===== config.mk =====
export PLATFORM = sky130hd
export DESIGN_NAME = fixed_block_free_list_allocator_flat
export DESIGN_NICKNAME = d
export VERILOG_FILES = /design/src/sv/fbfl_pkg.sv /design/src/sv/fbfl_chan_if.sv /design/src/sv/fbfl_div_cell.sv /design/src/sv/fbfl_free_list.sv /design/src/sv/fixed_block_free_list_allocator.sv /design/src/flat_wrapper.sv
export VERILOG_INCLUDE_DIRS = /design/src /design/src/sv
export SDC_FILE = /design/constraint.sdc
export NUM_CORES = 2
export LEC_CHECK = 0
export ABC_AREA = 1
export BUFFER_PORTS_ARGS = -buffer_cell sky130_fd_sc_hd__buf_2
export CORE_UTILIZATION = 35
export CTS_CLUSTER_DIAMETER = 40
export DETAILED_ROUTE_END_ITERATION = 16
export GPL_TIMING_DRIVEN = 0
export MAX_ROUTING_LAYER = met4
export SYNTH_ARGS = -nofsm -noshare
export SYNTH_HDL_FRONTEND = slang
export SYNTH_SLANG_ARGS = --single-unit

===== constraint.sdc =====
create_clock -name clk -period 6.5 [get_ports clk]
set_clock_uncertainty 0.05 [all_clocks]
set_input_delay 0.65 -clock clk [delete_from_list [all_inputs] [get_ports clk]]
set_output_delay 0.65 -clock clk [all_outputs]
set_load 0.01 [all_outputs]

===== src/sv/fixed_block_free_list_allocator_macros.svh =====
// ----------------------------------------------------------------------------
// fixed block free list allocator assertion macros
// shared property shorthands, clocked on clk and disabled while rst_n is low
// ----------------------------------------------------------------------------
`ifndef FIXED_BLOCK_FREE_LIST_ALLOCATOR_MACROS_SVH
`define FIXED_BLOCK_FREE_LIST_ALLOCATOR_MACROS_SVH

// same-cycle implication
`define FBFL_ASSERT_IMP(lbl, ante, cons, msg) \
    lbl: assert property (@(posedge clk) disable iff (!rst_n) (ante) |-> (cons)) \
        else $error(msg);

// next-cycle implication
`define FBFL_ASSERT_NXT(lbl, ante, cons, msg) \
    lbl: assert property (@(posedge clk) disable iff (!rst_n) (ante) |=> (cons)) \
        else $error(msg);

`endif


===== src/sv/fbfl_pkg.sv =====
`timescale 1ns / 1ps
`default_nettype none
// ----------------------------------------------------------------------------
// fbfl_pkg
// widths, codes and item types shared by the free list allocator
// ----------------------------------------------------------------------------
package fbfl_pkg;

    // fixed field widths
    localparam int ADDR_W    = 32;
    localparam int SIZE_W    = 17;
    localparam int TOTAL_W   = 7;
    localparam int CNT_W     = 7;
    localparam int CFG_IDX_W = 2;

    // largest block count the total register can express
    localparam int TOTAL_MAX = 127;

    // register reset values and limits
    localparam int MIN_BLOCK_BYTES = 8;
    localparam int RST_BLOCK_BYTES = 64;
    localparam int RST_BLOCK_TOTAL = 64;

    // register indexes
    localparam logic [CFG_IDX_W-1:0] REG_BASE_ADDRESS = 2'd0;
    localparam logic [CFG_IDX_W-1:0] REG_BLOCK_BYTES  = 2'd1;
    localparam logic [CFG_IDX_W-1:0] REG_BLOCK_TOTAL  = 2'd2;

    typedef enum logic {
        FN_ALLOC   = 1'b0,
        FN_RELEASE = 1'b1
    } func_t;

    typedef enum logic [1:0] {
        ST_DONE      = 2'd0,
        ST_EMPTY     = 2'd1,
        ST_NOT_OWNED = 2'd2
    } status_t;

    typedef struct packed {
        func_t             func;
        logic [ADDR_W-1:0] release_address;
    } req_t;

    typedef struct packed {
        status_t           status;
        logic [ADDR_W-1:0] block_address;
        logic [CNT_W-1:0]  blocks_in_use;
    } rsp_t;

    typedef struct packed {
        logic [CFG_IDX_W-1:0] index;
        logic [ADDR_W-1:0]    value;
    } cfg_t;

endpackage
`default_nettype wire


===== src/sv/fbfl_chan_if.sv =====
`timescale 1ns / 1ps
`default_nettype none
// ----------------------------------------------------------------------------
// fbfl_chan_if
// valid/ready channel carrying one item of a given payload type
// ----------------------------------------------------------------------------
interface fbfl_chan_if #(
    parameter type payload_t = logic
) ();

    logic     valid;
    logic     ready;
    payload_t payload;

    modport source (
        output valid,
        output payload,
        input  ready
    );

    modport sink (
        input  valid,
        input  payload,
        output ready
    );

endinterface
`default_nettype wire


===== src/sv/fbfl_div_cell.sv =====
`timescale 1ns / 1ps
`default_nettype none
// ----------------------------------------------------------------------------
// fbfl_div_cell
// one restoring division step: tries to take block size shifted left by
// SHIFT from the running offset and sets that quotient bit
// ----------------------------------------------------------------------------
module fbfl_div_cell #(
    parameter int SHIFT = 0,
    parameter int QUO_W = 6
) (
    input  wire logic                       clk,
    input  wire logic                       rst_n,
    input  wire logic                       in_vld,
    input  wire logic [fbfl_pkg::ADDR_W-1:0] in_rem,
    input  wire logic [QUO_W-1:0]           in_quo,
    input  wire logic [fbfl_pkg::SIZE_W-1:0] size,
    output logic                            out_vld,
    output logic [fbfl_pkg::ADDR_W-1:0]     out_rem,
    output logic [QUO_W-1:0]                out_quo
);

    import fbfl_pkg::*;

    logic [ADDR_W-1:0] divisor;
    logic              take;
    logic              vld_reg;
    logic [ADDR_W-1:0] rem_reg;
    logic [QUO_W-1:0]  quo_reg;

    // shifted divisor and compare
    assign divisor = ADDR_W'(size) << SHIFT;
    assign take    = (in_rem >= divisor);

    // token that marks a live item in this cell
    always_ff @(posedge clk or negedge rst_n)
    begin
        if (!rst_n)
        begin
            vld_reg <= 1'b0;
        end
        else
        begin
            vld_reg <= in_vld;
        end
    end

    // partial remainder and quotient handed to the next cell
    always_ff @(posedge clk)
    begin
        rem_reg <= take ? (in_rem - divisor) : in_rem;
        quo_reg <= in_quo | (take ? (QUO_W'(1) << SHIFT) : '0);
    end

    assign out_vld = vld_reg;
    assign out_rem = rem_reg;
    assign out_quo = quo_reg;

endmodule
`default_nettype wire


===== src/sv/fbfl_free_list.sv =====
`timescale 1ns / 1ps
`default_nettype none
// ----------------------------------------------------------------------------
// fbfl_free_list
// next-index memory of the free list with one valid bit per entry; an entry
// never written since the last clear reads as its own index plus one
// ----------------------------------------------------------------------------
module fbfl_free_list #(
    parameter int DEPTH = 64,
    parameter int IDX_W = 6,
    parameter int NXT_W = 7
) (
    input  wire logic             clk,
    input  wire logic             rst_n,
    input  wire logic             clear,
    input  wire logic [IDX_W-1:0] rd_idx,
    output logic [NXT_W-1:0]      rd_next,
    input  wire logic             wr_en,
    input  wire logic [IDX_W-1:0] wr_idx,
    input  wire logic [NXT_W-1:0] wr_data
);

    logic [NXT_W-1:0] mem [DEPTH];
    logic [DEPTH-1:0] vld_reg;
    logic [NXT_W-1:0] rd_mem_reg;
    logic             rd_vld_reg;
    logic [IDX_W-1:0] rd_idx_reg;

    // memory write and registered read
    always_ff @(posedge clk)
    begin
        if (wr_en)
        begin
            mem[wr_idx] <= wr_data;
        end
        rd_mem_reg <= mem[rd_idx];
        rd_idx_reg <= rd_idx;
    end

    // per-entry valid bits, cleared on reset and on rebuild
    always_ff @(posedge clk or negedge rst_n)
    begin
        if (!rst_n)
        begin
            vld_reg    <= '0;
            rd_vld_reg <= 1'b0;
        end
        else
        begin
            rd_vld_reg <= vld_reg[rd_idx];
            if (clear)
            begin
                vld_reg <= '0;
            end
            else if (wr_en)
            begin
                vld_reg[wr_idx] <= 1'b1;
            end
        end
    end

    // unwritten entries hold the ascending order
    assign rd_next = rd_vld_reg ? rd_mem_reg : (NXT_W'(rd_idx_reg) + NXT_W'(1));

endmodule
`default_nettype wire


===== src/sv/fixed_block_free_list_allocator.sv =====
`timescale 1ns / 1ps
`default_nettype none
`include "fixed_block_free_list_allocator_macros.svh"
// ----------------------------------------------------------------------------
// fixed_block_free_list_allocator
// hands out and takes back equal-sized blocks of a pool kept as a lifo list
//
// req carries one item: func (allocate or release) and release_address.
// rsp returns one item per request: status, block_address (zero unless an
// allocate succeeds) and blocks_in_use after the item.
// cfg writes base_address (0), block_bytes (1) or block_total (2); a write
// is dropped while any block is allocated, and a taken write rebuilds the
// free list in ascending order.
// one item is worked at a time. allocate: the result waits on the
// registered read of the next-index memory. release: the
// block index comes out of a chain of one division cell per index bit,
// each cell registered, and the quotient is registered before the result.
// the result sits in an output register; the next item is accepted while
// it waits, and only the update of the following result stalls on it.
// reset empties the pool usage, restores the ascending list through the
// per-entry valid bits at once, and sets the registers to 0, 64 and 64.
// ----------------------------------------------------------------------------
module fixed_block_free_list_allocator #(
    parameter int MAX_BLOCKS = 64
) (
    input  wire logic clk,
    input  wire logic rst_n,
    fbfl_chan_if.sink   req,
    fbfl_chan_if.source rsp,
    fbfl_chan_if.sink   cfg
);

    import fbfl_pkg::*;

    localparam int EFF_MAX   = (MAX_BLOCKS < TOTAL_MAX) ? MAX_BLOCKS : TOTAL_MAX;
    localparam int IDX_W     = (EFF_MAX > 1) ? $clog2(EFF_MAX) : 1;
    localparam int NXT_W     = $clog2(EFF_MAX + 1);
    localparam int POOL_W    = SIZE_W + NXT_W;
    localparam int PROD_W    = SIZE_W + IDX_W;
    localparam int RST_TOTAL = (EFF_MAX < RST_BLOCK_TOTAL) ? EFF_MAX : RST_BLOCK_TOTAL;

    typedef enum logic [1:0] {
        S_IDLE,
        S_DIV,
        S_FIN
    } state_t;

    state_t            state_reg;
    logic [ADDR_W-1:0] base_reg;
    logic [SIZE_W-1:0] size_reg;
    logic [NXT_W-1:0]  total_reg;
    logic [NXT_W-1:0]  head_reg;
    logic [CNT_W-1:0]  used_reg;
    logic              out_vld_reg;
    rsp_t              out_reg;

    func_t             func_reg;
    logic [ADDR_W-1:0] offset_reg;
    logic [PROD_W-1:0] prod_reg;
    logic [POOL_W-1:0] pool_reg;
    logic [IDX_W-1:0]  quo_reg;
    logic              remz_reg;

    logic              req_acc;
    logic              cfg_acc;
    logic              cfg_known;
    logic              cfg_hit;
    logic [SIZE_W-1:0] wr_size;
    logic [SIZE_W-1:0] size_eff;
    logic [TOTAL_W-1:0] wr_total;
    logic [NXT_W-1:0]  total_eff;
    logic [ADDR_W-1:0] offset_in;

    logic              load_out;
    logic              is_alloc;
    logic              alloc_empty;
    logic              rel_owned;
    logic              alloc_ok;
    logic              rel_ok;
    status_t           fin_status;
    logic [NXT_W-1:0]  fl_next;

    logic              ch_vld [IDX_W+1];
    logic [ADDR_W-1:0] ch_rem [IDX_W+1];
    logic [IDX_W-1:0]  ch_quo [IDX_W+1];

    // handshakes
    assign req.ready = (state_reg == S_IDLE) && !cfg.valid;
    assign cfg.ready = (state_reg == S_IDLE);
    assign req_acc   = req.valid && req.ready;
    assign cfg_acc   = cfg.valid && cfg.ready;

    // register write decode
    always_comb
    begin
        case (cfg.payload.index)
            REG_BASE_ADDRESS: cfg_known = 1'b1;
            REG_BLOCK_BYTES:  cfg_known = 1'b1;
            REG_BLOCK_TOTAL:  cfg_known = 1'b1;
            default:          cfg_known = 1'b0;
        endcase
    end

    assign cfg_hit = cfg_acc && cfg_known && (used_reg == '0);

    // effective block size and block count
    assign wr_size  = cfg.payload.value[SIZE_W-1:0];
    assign size_eff = (wr_size < SIZE_W'(MIN_BLOCK_BYTES)) ? SIZE_W'(MIN_BLOCK_BYTES) : wr_size;
    assign wr_total = cfg.payload.value[TOTAL_W-1:0];

    always_comb
    begin
        if (wr_total == '0)
        begin
            total_eff = NXT_W'(1);
        end
        else if (wr_total > TOTAL_W'(EFF_MAX))
        begin
            total_eff = NXT_W'(EFF_MAX);
        end
        else
        begin
            total_eff = NXT_W'(wr_total);
        end
    end

    // offset of the released address inside the pool
    assign offset_in = req.payload.release_address - base_reg;

    // division chain, one cell per quotient bit, most significant first
    assign ch_vld[0] = req_acc && (req.payload.func == FN_RELEASE);
    assign ch_rem[0] = offset_in;
    assign ch_quo[0] = '0;

    for (genvar g = 0; g < IDX_W; g++)
    begin : g_div
        fbfl_div_cell #(
            .SHIFT (IDX_W - 1 - g),
            .QUO_W (IDX_W)
        ) u_cell (
            .clk     (clk),
            .rst_n   (rst_n),
            .in_vld  (ch_vld[g]),
            .in_rem  (ch_rem[g]),
            .in_quo  (ch_quo[g]),
            .size    (size_reg),
            .out_vld (ch_vld[g+1]),
            .out_rem (ch_rem[g+1]),
            .out_quo (ch_quo[g+1])
        );
    end

    // next-index memory
    fbfl_free_list #(
        .DEPTH (EFF_MAX),
        .IDX_W (IDX_W),
        .NXT_W (NXT_W)
    ) u_free_list (
        .clk     (clk),
        .rst_n   (rst_n),
        .clear   (cfg_hit),
        .rd_idx  (head_reg[IDX_W-1:0]),
        .rd_next (fl_next),
        .wr_en   (rel_ok),
        .wr_idx  (quo_reg),
        .wr_data (head_reg)
    );

    // finish decisions
    assign load_out    = (state_reg == S_FIN) && (!out_vld_reg || rsp.ready);
    assign is_alloc    = (func_reg == FN_ALLOC);
    assign alloc_empty = (head_reg >= total_reg) || (used_reg >= CNT_W'(total_reg));
    assign rel_owned   = (used_reg != '0) && (offset_reg < ADDR_W'(pool_reg)) && remz_reg;
    assign alloc_ok    = load_out && is_alloc && !alloc_empty;
    assign rel_ok      = load_out && !is_alloc && rel_owned;

    always_comb
    begin
        if (is_alloc)
        begin
            fin_status = alloc_empty ? ST_EMPTY : ST_DONE;
        end
        else
        begin
            fin_status = rel_owned ? ST_DONE : ST_NOT_OWNED;
        end
    end

    // item payload, products and division result
    always_ff @(posedge clk)
    begin
        prod_reg <= PROD_W'(head_reg[IDX_W-1:0]) * PROD_W'(size_reg);
        pool_reg <= POOL_W'(size_reg) * POOL_W'(total_reg);
        if (req_acc)
        begin
            func_reg   <= req.payload.func;
            offset_reg <= offset_in;
        end
        if (ch_vld[IDX_W])
        begin
            quo_reg  <= ch_quo[IDX_W];
            remz_reg <= (ch_rem[IDX_W] == '0);
        end
    end

    // control state, registers, list head and output register
    always_ff @(posedge clk or negedge rst_n)
    begin
        if (!rst_n)
        begin
            state_reg   <= S_IDLE;
            base_reg    <= '0;
            size_reg    <= SIZE_W'(RST_BLOCK_BYTES);
            total_reg   <= NXT_W'(RST_TOTAL);
            head_reg    <= '0;
            used_reg    <= '0;
            out_vld_reg <= 1'b0;
            out_reg     <= '0;
        end
        else
        begin
            // result taken and no new one loaded
            if (rsp.ready && !load_out)
            begin
                out_vld_reg <= 1'b0;
            end

            case (state_reg)
                S_IDLE:
                begin
                    if (cfg_hit)
                    begin
                        case (cfg.payload.index)
                            REG_BASE_ADDRESS: base_reg  <= cfg.payload.value;
                            REG_BLOCK_BYTES:  size_reg  <= size_eff;
                            REG_BLOCK_TOTAL:  total_reg <= total_eff;
                            default:          base_reg  <= base_reg;
                        endcase
                        head_reg <= '0;
                        used_reg <= '0;
                    end
                    else if (req_acc)
                    begin
                        state_reg <= (req.payload.func == FN_RELEASE) ? S_DIV : S_FIN;
                    end
                end
                S_DIV:
                begin
                    if (ch_vld[IDX_W])
                    begin
                        state_reg <= S_FIN;
                    end
                end
                S_FIN:
                begin
                    if (load_out)
                    begin
                        state_reg <= S_IDLE;
                        if (alloc_ok)
                        begin
                            head_reg <= fl_next;
                            used_reg <= used_reg + CNT_W'(1);
                        end
                        else if (rel_ok)
                        begin
                            head_reg <= NXT_W'(quo_reg);
                            used_reg <= used_reg - CNT_W'(1);
                        end
                        out_vld_reg           <= 1'b1;
                        out_reg.status        <= fin_status;
                        out_reg.block_address <= alloc_ok ?
                            (base_reg + ADDR_W'(prod_reg)) : '0;
                        out_reg.blocks_in_use <= alloc_ok ? (used_reg + CNT_W'(1)) :
                            (rel_ok ? (used_reg - CNT_W'(1)) : used_reg);
                    end
                end
                default:
                begin
                    state_reg <= S_IDLE;
                end
            endcase
        end
    end

    assign rsp.valid   = out_vld_reg;
    assign rsp.payload = out_reg;

    // checks
    `FBFL_ASSERT_IMP(a_used_cap, 1'b1, used_reg <= CNT_W'(total_reg),
        "blocks in use exceed pool capacity")
    `FBFL_ASSERT_NXT(a_cfg_rebuild, cfg_hit, (head_reg == '0) && (used_reg == '0),
        "register write did not rebuild the free list")
    `FBFL_ASSERT_NXT(a_alloc_count, alloc_ok, used_reg == $past(used_reg) + CNT_W'(1),
        "allocate did not raise the use count by one")
    `FBFL_ASSERT_NXT(a_reject_hold, load_out && (fin_status != ST_DONE),
        $stable(head_reg) && $stable(used_reg), "refused item changed the free list")

endmodule
`default_nettype wire


===== src/flat_wrapper.sv =====
// flat-port wrapper written by rule: the top's interface ports become plain ports
module fixed_block_free_list_allocator_flat import fbfl_pkg::*;
#(
    parameter int MAX_BLOCKS = 64
)
  (clk, rst_n, req_valid, req_payload, req_ready, rsp_valid, rsp_payload, rsp_ready, cfg_valid, cfg_payload, cfg_ready);
  fbfl_chan_if #(.payload_t(req_t)) req_i ();
  fbfl_chan_if #(.payload_t(rsp_t)) rsp_i ();
  fbfl_chan_if #(.payload_t(cfg_t)) cfg_i ();
  input  wire logic clk;
  input  wire logic rst_n;
  input wire logic [$bits(req_i.valid)-1:0] req_valid;
  input wire logic [$bits(req_i.payload)-1:0] req_payload;
  output wire logic [$bits(req_i.ready)-1:0] req_ready;
  output wire logic [$bits(rsp_i.valid)-1:0] rsp_valid;
  output wire logic [$bits(rsp_i.payload)-1:0] rsp_payload;
  input wire logic [$bits(rsp_i.ready)-1:0] rsp_ready;
  input wire logic [$bits(cfg_i.valid)-1:0] cfg_valid;
  input wire logic [$bits(cfg_i.payload)-1:0] cfg_payload;
  output wire logic [$bits(cfg_i.ready)-1:0] cfg_ready;
  assign req_i.valid = req_valid;
  assign req_i.payload = req_payload;
  assign req_ready = req_i.ready;
  assign rsp_valid = rsp_i.valid;
  assign rsp_payload = rsp_i.payload;
  assign rsp_i.ready = rsp_ready;
  assign cfg_i.valid = cfg_valid;
  assign cfg_i.payload = cfg_payload;
  assign cfg_ready = cfg_i.ready;
  fixed_block_free_list_allocator #(.MAX_BLOCKS(MAX_BLOCKS)) u_core (.clk(clk), .rst_n(rst_n), .req(req_i), .rsp(rsp_i), .cfg(cfg_i));
endmodule

==> out/results.txt <==
Die footprint: 154,000 um^2
Core area: 152,000 um^2
Leading area contributor after synthesis: edfxtp_1
First-pass GRT wire length: 275 mm
Cell Pwr Density: 398 nW/um^2
Clk slew on worst S/H paths: 0.06 ns
Crit path DAT: 6.96 ns
Setup ws final: 0.183 ns
Vias in the first global route: 44,300
Min-Delay Path Depth: 2
Synth Flop Type: edfxtp_1
First-pass iteration count of the detailed router: 6
Relative slew slack: 0.0450
Vias per Instance: 5.17
Post-synth EDFFs: 488
Root buf cell: clkbuf_16
Num Clock Sinks: 946
Syn_nets: 6,694
Placed instance area: 56,800 um^2
HP Class: primary input to flop
All-Layer GR Usage: 0.245
Total of max-cap violations: 0
Cell variety after synth: 66
Final nets: 6,968
Vias: 44,700
Pin count of the biggest net entering global routing: 94
DIE WIDTH: 393 um
Routed Antenna Nets: 0
Layout cells sized above 1: 0.0843
Async set-reset flop share out of synthesis: 0.196
Final design utilization: 0.408
DRC errors left: 0
Fin crit share: 0.972
Initial antenna violation count: 6
Congestion Overflow GR: 0
Final hold violation count: 0
Routed wire per std cell: 21.1 um
Layout area overhead: 16.0%
Row cnt: 143
Setup violators final: 0
Post-Route WL: 183 mm
Maximum root-to-sink buffer count: 3
Min Clock Period, post-route: 6.32 ns
Top cell type's share of synthesized area: 0.274
Post-Syn Instances: 6,209
Skew-Pair Late Insertion Delay: 0.79 ns
Die Ht: 393 um
Avg Cell Area, Syn: 8.61 um^2
CP required: 7.15 ns
Reg2Reg Depth: 16
Highest clock rate: 158 MHz
RSZ-0062 raised after global routing: no
Hpwl dp: 139 mm
CTS HTree Levels: 4
CP endpoint kind: flop
Most common cell after layout, fill and taps aside: nand2_1
Max-slew violations: 0
Leading post-synthesis cells by cell area: edfxtp_1, dfxtp_1, dfrtp_1
TritonCTS clock tree: built
Cell area after layout: 62,000 um^2
GPL Wtd Cong: 0.988
Sequential share of the synthesized area: 0.463
Yosys reg bits: 946
DP Worst Slack: -0.666 ns
Num CTS Buffers: 148
LEAKAGE: 0.0278 uW
Post-Syn Area: 53,500 um^2
Ports: 116
Largest register FFs: 448
IO Port Bufs: 115
Yosys warns: 0
VDD IR-drop max: 0.273 mV
Commonest cells after routing, fill and taps aside: nand2_1, inv_1, nor2_1
Outcome: finished, final reports clean
Worst slew pin tran: 1.43 ns
Initial core utilization: 0.352
1st-iter DRT viols: 3,957
Setup CP Type: flop to flop
Startpoint types: flop
CP max FO: 31
[logic make-up (layout without fill, tap and decap cells)]
logic type | after synthesis | after routing | share of synthesized area
flip-flops | 946 | 946 | 0.463
XOR/XNOR | 200 | 200 | 0.0327
adder cells (fa/ha/maj) | 413 | 413 | 0.117
AND/OR/NAND/NOR | 2333 | 2333 | 0.182
buffers and inverters | 1096 | 1494 | 0.0784
multiplexers | 2 | 2 | 0.000398
AO/OA/AOI/OAI | 1219 | 1219 | 0.127
other | 0 | 4 | 0
[cell type report]
class	count	area, um^2
inverters	895	3360
well taps	2030	2540
repair buffers	128	816
multi-input cells	4167	24500
fillers	15200	89900
clock inverters	102	1260
clock buffers	172	3910
flip-flops and latches	946	24800
plain buffers	197	831
diodes	4	10.0
[final timing paths]
kind	end	startpoint	slack, ns
max	u_core.prod_reg[19]	u_core.head_reg[2]	0.18
min	u_core.state_reg[1]	req_payload[32]	0.06
max reg2reg	u_core.prod_reg[19]	u_core.head_reg[2]	0.18
min reg2reg	u_core.g_div[4].u_cell.out_quo[3]	u_core.g_div[3].u_cell.out_quo[3]	0.27
max in group asynchronous	u_core.u_free_list.vld_reg[31]	rst_n	4.90
min in group asynchronous	u_core.rsp.payload[33]	rst_n	0.43
[per-stage QoR]
step / cells / power [uW] / TNS (ns) / hold slack, ns
floorplan: 6209 / 13200 / 0 / 0.260
global placement: 8354 / 16400 / -21.89 / 0.262
detailed placement: 8364 / 16400 / -3.60 / 0.263
CTS: 8638 / 24700 / 0 / 0.0134
global route: 8641 / 25900 / 0 / 0.0427
finish: 8641 / 24700 / 0 / 0.0578
[worst max-delay path, stage by stage, from the launching register on]
cell	delay (ns)
dfrtp_2	0.79
clkbuf_1	0.49
buf_1	0.70
buf_1	0.44
nand2_1	0.17
fa_1	0.59
fa_1	0.44
fa_1	0.56
inv_1	0.06
ha_1	0.37
nand2_1	0.10
nor2_1	0.12
inv_1	0.07
o21ai_0	0.57
a21oi_1	0.21
o21ai_0	0.27
xor2_1	0.17
[synthesized netlist by cell type (58+ instances only)]
library cell,n
dfrtp_1,183
nand2_1,1203
clkbuf_1,158
dfxtp_1,273
nor3_1,67
o22ai_1,124
inv_1,879
fa_1,143
edfxtp_1,488
nand4_1,58
xor2_1,115
o21ai_0,541
nor2_1,700
nand3_1,152
a21oi_1,347
ha_1,270
xnor2_1,85
[metal layers]
metal,GRT usage,vias up,share of wire
li1,-,21100,-
met1,0.303,21600,0.42
met2,0.397,1590,0.47
met3,0.0387,352,0.069
met4,0.103,0,0.044
met5,-,-,0
[repair_timing]
item / in CTS / in global routing
hold buffers: 2 / 0
gates resized for setup: 3 / 10
endpoints found under the hold margin: 91 / 0
setup buffers: 0 / 0
setup endpoints to repair: 12 / 9
[power breakdown]
group	leakage (uW)	internal, uW	switching, uW
Clock	0.00251	5010	3160
Sequential	0.00889	7250	569
Combinational	0.0164	2730	5980
No activity file was read; power rests on OpenSTA's default activity.
